`src/sv/rles_pkg.sv`:
```
// rles_pkg: shared constants for the row lane edge scanner
// pixel codes, configuration register indexes and reset values
// no dependencies
package rles_pkg;

    localparam int unsigned CFG_DATA_BITS  = 13;
    localparam int unsigned CFG_INDEX_BITS = 2;

    typedef enum logic [CFG_INDEX_BITS-1:0] {
        CFG_FRAME_WIDTH  = 2'd0,
        CFG_FRAME_HEIGHT = 2'd1,
        CFG_START_ROW    = 2'd2,
        CFG_UNUSED       = 2'd3
    } cfg_index_t;

    localparam logic [7:0] PIX_WHITE = 8'd255;
    localparam logic [7:0] PIX_BLACK = 8'd0;

    localparam logic [12:0] FRAME_WIDTH_RESET  = 13'd1280;
    localparam logic [12:0] FRAME_HEIGHT_RESET = 13'd720;
    localparam logic [11:0] START_ROW_RESET    = 12'd460;

endpackage

```
`src/sv/row_lane_edge_scan.sv`:
```
// row_lane_edge_scan: finds lane edges either side of the centre column per row
// of a thresholded raster stream; depends on rles_pkg
//
// usage
//   pixel channel (pix_valid / pix_stall, pixel, frame_start): one pixel per
//   transaction in raster order, frame_start marks row 0 column 0
//   edge channel (edge_valid / edge_stall): one transaction per scanned row
//   (start_row .. frame_height-2), carrying row_index and both edge columns
//   configuration: cfg_write with cfg_index / cfg_data, only while idle
// throughput and result register
//   one pixel per cycle while no pixel is stalled; the row result appears in
//   the result register in the cycle after the last pixel of its row is accepted
//   per pixel the work is a compare pair and counter update between the
//   position/edge registers and the result register
// stalls
//   while a result waits under edge_stall, pixels that end no scanned row are
//   still taken; a pixel that would emit a result is stalled until it drains
// reset
//   configuration returns to 1280 x 720 with start row 460, counters and
//   edge state clear, no result pending
module row_lane_edge_scan
    import rles_pkg::*;
#(
    parameter int unsigned COORD_BITS = 12
)
(
    input  logic                      clk,
    input  logic                      rst_n,
    input  logic                      cfg_write,
    input  logic [CFG_INDEX_BITS-1:0] cfg_index,
    input  logic [CFG_DATA_BITS-1:0]  cfg_data,
    input  logic                      pix_valid,
    output logic                      pix_stall,
    input  logic [7:0]                pixel,
    input  logic                      frame_start,
    output logic                      edge_valid,
    input  logic                      edge_stall,
    output logic [COORD_BITS-1:0]     row_index,
    output logic [COORD_BITS-1:0]     left_col,
    output logic                      left_found,
    output logic [COORD_BITS-1:0]     right_col,
    output logic                      right_found
);

    // compare width covers 13-bit registers, 2^COORD_BITS and a +2 margin
    localparam int unsigned BASE_BITS = (COORD_BITS > CFG_DATA_BITS) ? COORD_BITS
                                                                     : CFG_DATA_BITS;
    localparam int unsigned CMP_BITS  = BASE_BITS + 2;
    localparam logic [CMP_BITS-1:0] SPAN = {{(CMP_BITS-1){1'b0}}, 1'b1} << COORD_BITS;
    localparam logic [CMP_BITS-1:0] ONE  = {{(CMP_BITS-1){1'b0}}, 1'b1};
    localparam logic [CMP_BITS-1:0] TWO  = {{(CMP_BITS-2){1'b0}}, 2'b10};

    logic [12:0]           frame_width_reg;
    logic [12:0]           frame_height_reg;
    logic [11:0]           start_row_reg;

    logic [COORD_BITS-1:0] col_reg, col_next;
    logic [COORD_BITS-1:0] row_reg, row_next;
    logic [7:0]            prev_pix_reg;
    logic [COORD_BITS-1:0] left_edge_reg, left_edge_next;
    logic                  left_seen_reg, left_seen_next;
    logic [COORD_BITS-1:0] right_edge_reg, right_edge_next;
    logic                  right_seen_reg, right_seen_next;

    logic                  edge_valid_reg;
    logic [COORD_BITS-1:0] row_index_reg;
    logic [COORD_BITS-1:0] left_col_reg;
    logic                  left_found_reg;
    logic [COORD_BITS-1:0] right_col_reg;
    logic                  right_found_reg;

    logic [CMP_BITS-1:0]   fw_ext, fh_ext, w_eff, h_eff, centre;
    logic [CMP_BITS-1:0]   c_ext, r_ext, c_plus1, r_plus1, sr_ext;
    logic [COORD_BITS-1:0] c_cur, r_cur;
    logic                  row_end, scanned, emit, pix_accept;

    // effective frame size, clamped to 1 .. 2^COORD_BITS
    always_comb
    begin
        fw_ext = CMP_BITS'(frame_width_reg);
        fh_ext = CMP_BITS'(frame_height_reg);
        if (fw_ext == '0)
            w_eff = ONE;
        else if (fw_ext > SPAN)
            w_eff = SPAN;
        else
            w_eff = fw_ext;
        if (fh_ext == '0)
            h_eff = ONE;
        else if (fh_ext > SPAN)
            h_eff = SPAN;
        else
            h_eff = fh_ext;
        centre = w_eff >> 1;
    end

    always_comb
    begin
        c_cur   = frame_start ? '0 : col_reg;
        r_cur   = frame_start ? '0 : row_reg;
        c_ext   = CMP_BITS'(c_cur);
        r_ext   = CMP_BITS'(r_cur);
        sr_ext  = CMP_BITS'(start_row_reg);
        c_plus1 = c_ext + ONE;
        r_plus1 = r_ext + ONE;

        left_edge_next  = left_edge_reg;
        left_seen_next  = left_seen_reg;
        right_edge_next = right_edge_reg;
        right_seen_next = right_seen_reg;

        if (c_cur == '0)
        begin
            left_edge_next  = '0;
            left_seen_next  = 1'b0;
            right_edge_next = '0;
            right_seen_next = 1'b0;
        end
        else
        begin
            // white then black, first one at or right of centre
            if (!right_seen_reg && prev_pix_reg == PIX_WHITE && pixel == PIX_BLACK &&
                (c_ext - ONE) >= centre && c_plus1 <= w_eff)
            begin
                right_edge_next = c_cur - 1'b1;
                right_seen_next = 1'b1;
            end
            // black then white, the last one at or left of centre wins
            if (prev_pix_reg == PIX_BLACK && pixel == PIX_WHITE && c_ext <= centre)
            begin
                left_edge_next = c_cur;
                left_seen_next = 1'b1;
            end
        end

        row_end = (c_plus1 >= w_eff);
        scanned = (r_ext >= sr_ext) && ((r_ext + TWO) <= h_eff);
        emit    = row_end && scanned;

        if (row_end)
        begin
            col_next = '0;
            row_next = (r_plus1 >= h_eff) ? '0 : r_plus1[COORD_BITS-1:0];
        end
        else
        begin
            col_next = c_plus1[COORD_BITS-1:0];
            row_next = r_cur;
        end
    end

    // only a pixel that ends a scanned row has to wait for the result register
    assign pix_stall  = edge_valid_reg && edge_stall && emit;
    assign pix_accept = pix_valid && !pix_stall;

    always_ff @(posedge clk or negedge rst_n)
    begin
        if (!rst_n)
        begin
            frame_width_reg  <= FRAME_WIDTH_RESET;
            frame_height_reg <= FRAME_HEIGHT_RESET;
            start_row_reg    <= START_ROW_RESET;
        end
        else if (cfg_write)
        begin
            case (cfg_index)
                CFG_FRAME_WIDTH:  frame_width_reg  <= cfg_data;
                CFG_FRAME_HEIGHT: frame_height_reg <= cfg_data;
                CFG_START_ROW:    start_row_reg    <= cfg_data[11:0];
                default:          ;
            endcase
        end
    end

    always_ff @(posedge clk or negedge rst_n)
    begin
        if (!rst_n)
        begin
            col_reg        <= '0;
            row_reg        <= '0;
            prev_pix_reg   <= '0;
            left_edge_reg  <= '0;
            left_seen_reg  <= 1'b0;
            right_edge_reg <= '0;
            right_seen_reg <= 1'b0;
        end
        else if (pix_accept)
        begin
            col_reg        <= col_next;
            row_reg        <= row_next;
            prev_pix_reg   <= pixel;
            left_edge_reg  <= left_edge_next;
            left_seen_reg  <= left_seen_next;
            right_edge_reg <= right_edge_next;
            right_seen_reg <= right_seen_next;
        end
    end

    always_ff @(posedge clk or negedge rst_n)
    begin
        if (!rst_n)
            edge_valid_reg <= 1'b0;
        else if (!edge_valid_reg || !edge_stall)
            edge_valid_reg <= pix_accept && emit;
    end

    always_ff @(posedge clk)
    begin
        if (pix_accept && emit)
        begin
            row_index_reg   <= r_cur;
            left_col_reg    <= left_seen_next ? left_edge_next : '0;
            left_found_reg  <= left_seen_next;
            right_col_reg   <= right_seen_next ? right_edge_next : '0;
            right_found_reg <= right_seen_next;
        end
    end

    assign edge_valid  = edge_valid_reg;
    assign row_index   = row_index_reg;
    assign left_col    = left_col_reg;
    assign left_found  = left_found_reg;
    assign right_col   = right_col_reg;
    assign right_found = right_found_reg;

    // input held back only by a pending, stalled result
    assert property (@(posedge clk) disable iff (!rst_n)
        pix_stall |-> (edge_valid_reg && edge_stall))
        else $error("pixel stalled without a blocked result");

    // frame start restarts the column count
    assert property (@(posedge clk) disable iff (!rst_n)
        (pix_accept && frame_start && w_eff > ONE) |=> (col_reg == {{(COORD_BITS-1){1'b0}}, 1'b1}))
        else $error("frame start did not restart the column count");

    // a result with no edge carries column zero
    assert property (@(posedge clk) disable iff (!rst_n)
        (edge_valid_reg && (!left_found_reg || !right_found_reg)) |->
        ((left_found_reg || left_col_reg == '0) && (right_found_reg || right_col_reg == '0)))
        else $error("edge column set without a found flag");

    // a taken result leaves unless a new row result replaces it
    assert property (@(posedge clk) disable iff (!rst_n)
        (edge_valid_reg && !edge_stall && !(pix_accept && emit)) |=> !edge_valid_reg)
        else $error("result repeated after transaction");

endmodule

```
`config.mk`:
```
export PLATFORM = sky130hd
export DESIGN_NAME = row_lane_edge_scan
export DESIGN_NICKNAME = d
export VERILOG_FILES = /design/src/sv/rles_pkg.sv /design/src/sv/row_lane_edge_scan.sv
export SDC_FILE = /design/constraint.sdc
export NUM_CORES = 1
export LEC_CHECK = 0
export CAP_MARGIN = 5
export CORE_AREA = 2 2 139 155
export CTS_BUF_LIST = sky130_fd_sc_hd__clkbuf_2 sky130_fd_sc_hd__clkbuf_4 sky130_fd_sc_hd__clkbuf_8
export DETAILED_ROUTE_END_ITERATION = 12
export DIE_AREA = 0 0 141 157
export DONT_BUFFER_PORTS = 1
export MAX_ROUTING_LAYER = met4
export PLACE_DENSITY = 0.65
export SYNTH_ARGS = -nofsm -noshare
export SYNTH_HDL_FRONTEND = slang
export SYNTH_SLANG_ARGS = --single-unit
```
`constraint.sdc`:
```
create_clock -name clk -period 15.4 [get_ports clk]
set_input_delay 3.08 -clock clk [delete_from_list [all_inputs] [get_ports clk]]
set_output_delay 3.08 -clock clk [all_outputs]
set_load 0.005 [all_outputs]
```
# Yosys cells after proc, flatten, opt, wreduce, memory -nomap -nowiden
# Cells that the tools add are included.
# totals
input_bits,29
regBits,135
word_cells,77
# op_classes
muxes,17
n_lt_le_gt_ge,9
n_reduce_logical,26
add_sub_neg,5
n_eq_ne,4
# ops
cell,n
12-bit 2-to-1 mux,9
13-bit by 15-bit >= comparator with 1-bit output,2
13-bit by 15-bit less-or-equal comparator with 1-bit output,2
15-bit 2-to-1 mux,2
12-bit by 1-bit adder with 13-bit output (second input constant),2
13-bit greater-than comparator (second input constant),2
13-bit zero test,2
13-bit 2-to-1 mux,2
8-bit == test (second input constant),2
8-bit zero test,2
15-bit by 14-bit >= comparator with 1-bit output,1
12-bit by 14-bit less-or-equal comparator with 1-bit output,1
12-bit by 2-bit adder with 13-bit output (second input constant),1
12-bit by 1-bit subtractor with 13-bit output (second input constant),1
12-bit >= comparator,1
1-bit logical AND,12
12-bit zero test,1
12-bit by 1-bit subtractor with 12-bit output (second input constant),1
2-bit AND reduction,3
1-bit zero test,4
1-bit 2-to-1 mux,4
2-bit by 1-bit == test with 1-bit output (second input constant),1
2-bit == test (second input constant),1
2-bit zero test,1
1-bit logical OR,1

# Longest topological paths before layout
# logic_depth
word_depth,10
depth_mapped,21
ltp_nobuf,17

# Worst setup path before layout
# No wires, ideal clock.
# synth_path
path_kind,input -> output
from,input frame_start
to,output pix_stall
path_buffers,2
arrival_time_ns,6.174
setup_slack_ns,6.146
cell_stages,17
cell_sequence,buf_2 buf_2 nand2b_1 inv_1 ha_1 nand3_1 nor3_1 nand3_1 xnor2_1 ha_1 nand3_2 or4_4 a31oi_2 nor2_2 nor4_1 nand2_1 nor2_1
# synth_between
elab_chain_cells,6
# synth_lines
item,line_no,rtl
start: declaration,row_lane_edge_scan.sv:35,"input logic frame_start,"
12-bit 2-to-1 mux,row_lane_edge_scan.sv:100,r_cur = frame_start ? '0 : row_reg;
12-bit by 2-bit adder with 13-bit output,row_lane_edge_scan.sv:137,scanned = (r_ext >= sr_ext) && ((r_ext + TWO) <= h_eff);
13-bit by 15-bit less-or-equal comparator with 1-bit output,row_lane_edge_scan.sv:137,
1-bit logical AND,row_lane_edge_scan.sv:137,
1-bit logical AND *,row_lane_edge_scan.sv:138,emit = row_end && scanned;
1-bit logical AND *,row_lane_edge_scan.sv:153,assign pix_stall = edge_valid_reg && edge_stall && emit;
end: declaration,row_lane_edge_scan.sv:33,"output logic pix_stall,"
# Mark *: on every way between the ends. The rest lies on a longest branch, timed or not.

# Final worst setup path
# Same ends and word-level chain as after synthesis.

==> parameters.txt <==
Parameter                              Value

Route
  Post-DR vias/cell    5.75
  Initial detailed-routing violation count    479
  Met2 routed WL    9790 um
  Length of routed wiring on met1    8780 um
  Wire per inst    19.3 um
  Total length of routed met3 wires    1070 um
  Antenna Violating Nets Remaining    0
  Max Used Layer    met4
  Total routed wirelength    ~20000 um
  # DRC    0
  Pre-Repair DR Iteration Count    7
  Total via count after detailed routing    5981

Pwr
  Sequential Power Share    0.452
  Areal power density over the cells    105 nW/um2
  Proportion of power drawn by the clock network    0.351
  Internal power    around 0.64 mW
  Net Sw Power    around 0.27 mW
  Comb power frac    0.197
  Switching Share    0.297
  Peak supply drop    0.0565 mV
  Leakage power summed over all cells    3.71 nW

Global route
  Number of antenna violations at the first check in global routing    0
  Total global-route track usage    0.194
  Global route overflow    0
  Largest net degree at the start of global routing    a little under 100
  Via count of the first global-routing pass    5932
  First-pass GRT wire length    32300 um

STA
  Worst-case headroom to the max-slew limit    0.246
  Post-route fraction of the period consumed by the critical path    0.632
  Least-Margin Pin Slew    approximately 1.1 ns
  Summed negative setup slack over all endpoints    0 ns
  FMAX    103 MHz
  Number of hold violations in the final report    0
  Post-route minimum period    around 9.7 ns
  Number of max-slew violations in the final report    0
  RSZ-0062 raised after global routing    false
  Tightest hold margin    between 0.5 and 0.6 ns
  Fin Clk Skew    0.0248 ns
  Final setup violation count    0

Synthesis
  Xor-xnor portion of the synthesized cell area    0.0346
  Library cell occupying the most area in the post-synthesis netlist    dfrtp_1
  Number of synthesis warnings    0
  Synthesized-area fraction occupied by adder cells    0.122
  Per-instance average area after synthesis    a little over 10 um2
  Portion of netlist area occupied by mux cells    0.0651
  Unique masters post-synth    63
  Number of synthesized flops with an enable pin    38
  Top cell type's share of synthesized area    0.266
  Cell Area, Synth    between 8000 and 9000 um2
  Syn_nets    894
  Register bit total from synthesis    roughly 140
  Synthesized netlist cell count    786
  Dominant combinational cell family by area after synthesis    simple AND/OR/NAND/NOR gates
  Synth Area in Simple Gates    0.178
  Async S/R FF share, synth    0.719
  Most common flop cell mapped by yosys    dfrtp_1
  Top cells by area, synth    dfrtp_1 27%, edfxtp_1 14%, ha_1 12%, mux2_2 6.3%, nand2_1 4.1%
  Compound-gate portion of the synthesized area    0.121
  Part of the Yosys area used for sequential elements    0.443

Die
  Die area    22100 um2
  Chip height    approximately 160 um
  Core area    20400 um2
  Effective utilization at floorplan    0.396
  I/O pin cnt    69
  Row Count    55
  Die X-Extent    141 um

Layout
  Relative area change from synthesis to final layout    7.47%
  Final standard cell utilization of the core    0.426
  Commonest non-fill, non-tap cell in the layout    nand2_1
  Register area    roughly 3600 um2
  Count of filler cells inserted in the layout    1943
  Area taken by multi-input logic gates    4230 um2
  Commonest cells after routing, fill and taps aside    88 x nand2_1, 86 x dfrtp_1, 79 x ha_1
  Fraction of final layout cells with drive strength greater than 1    0.135
  Final Net Count    880
  N_diodes    0

Critical path
  Beginning of the critical path    frame_start
  WP data arrival    6.65 ns
  Crit end category    output pin
  Reg2reg start    col_reg[0]
  Critical Path Source Type    input port
  Reg2Reg Setup Slack    slightly above 10 ns
  Start-to-end type of the worst setup path    input port to output pin
  Crit-path max FO    36
  Data required time at the worst endpoint    12.32 ns

Hold path
  Worst min-delay path class    flip-flop to flip-flop
  Min-delay src    start_row_reg[10]

Clock tree
  TritonCTS clock tree    done
  Number of buffers added for setup after CTS    0
  Max Root-Sink Buffers    2
  Hold bufs inserted after CTS    0
  Clk sinks    approximately 140
  Total clock buffers created by CTS    17
  Number of cells upsized or downsized after cts    0
  Root buffer selected by CTS    clkbuf_8
  Clk Latency, worst-skew pair    between 0.4 and 0.5 ns
  Number of levels in the clock H-tree    4
  Clock edge transition at the registers on the reported setup and hold paths    ~0.08 ns

Placed design
  Number of port buffers    0
  HPWL reported at the end of detailed placement    14900 um
  Routability Congestion    0.903

Outcome
  Outcome    complete, no violations

Job
  Max-cap violation count    0
[final timing paths]
check                                     to  depth (start not counted)
setup / recovery                   pix_stall                         15
hold / removal             start_row_reg[10]                          1
setup reg to reg                 left_col[6]                         15
hold reg to reg            start_row_reg[10]                          1
max in group asynchronous   start_row_reg[8]                          0
min in group asynchronous  right_edge_reg[7]                          0
[layer usage]
| metal | track usage | vias up |
|---|---|---|
| met5 | - | - |
| met4 | 0.0705 | 0 |
| met2 | 0.315 | 193 |
| met1 | 0.242 | 2919 |
| li1 | - | 2834 |
| met3 | 0.0386 | 35 |
[power by group through the flow]
stage | registers (mW) | logic [mW] | clock network (mW)
after global routing | 0.417 | 0.204 | 0.342
final | 0.413 | 0.181 | 0.321
after detailed placement | 0.420 | 0.180 | 0
after global placement | 0.419 | 0.176 | 0
after floorplan | 0.412 | 0.142 | 0
after CTS | 0.413 | 0.181 | 0.327
[critical path, cell delays in order]
cell and delay (ns):
nand2b_1 0.26, inv_1 0.22, ha_1 0.22, nand3_1 0.17, nor3_1 0.43, nand3_1 0.15
xnor2_1 0.17, ha_1 0.30, nand3_2 0.09, or4_4 0.54, a31oi_2 0.17, nor2_2 0.17
nor4_1 0.28, nand2_1 0.18, nor2_1 0.20
[stage by stage]
| stage | worst slack, ns | cells | instance area, um2 | power [mW] |
|---|---|---|---|---|
| finish | 5.67 | 1041 | 8700 | 0.914 |
| detailed placement | 5.72 | 1009 | 8270 | 0.600 |
| CTS | 5.71 | 1041 | 8700 | 0.921 |
| global placement | 5.82 | 1009 | 8270 | 0.595 |
| floorplan | 6.15 | 786 | 8090 | 0.554 |
| global route | 5.35 | 1041 | 8700 | 0.963 |
[cell families (layout without fill, tap and decap cells)]
| group | Yosys count | in the layout |
|---|---|---|
| muxes | 47 | 47 |
| xor gates and xnor gates | 32 | 32 |
| DFF | 135 | 135 |
| and+or+nand+nor | 288 | 288 |
| AOI/OAI and AO/OA | 137 | 137 |
| buffers and inverters | 68 | 67 |
| adders and majority gates | 79 | 79 |
[layout make-up]
cell class,instances,area share
tap,256,0.0368
sequential,135,0.412
timing repair buffer,2,0.00173
inverter,33,0.0142
multi-input combinational,583,0.486
clock inverter,10,0.0164
clock buffer,22,0.0327
[synthesized netlist by cell type, drive strengths merged (3+ instances only)]
cell type	count
dfrtp	86
or2	4
nor3	17
a21oi	32
nand2	88
ha	79
nand3	45
mux2	45
edfxtp	38
nand4	16
a21o	4
clkbuf	19
a31oi	4
nand3b	6
and3	5
o211ai	3
nor2	49
a22o	34
xnor2	19
xor2	13
a211oi	9
buf	16
inv	33
o21ai	20
nand2b	9
a22oi	11
dfstp	11
o22a	3
nor2b	21
nor3b	4
nor4	10
nand4b	3
or3	4
No activity file was read; power rests on OpenSTA's default activity.
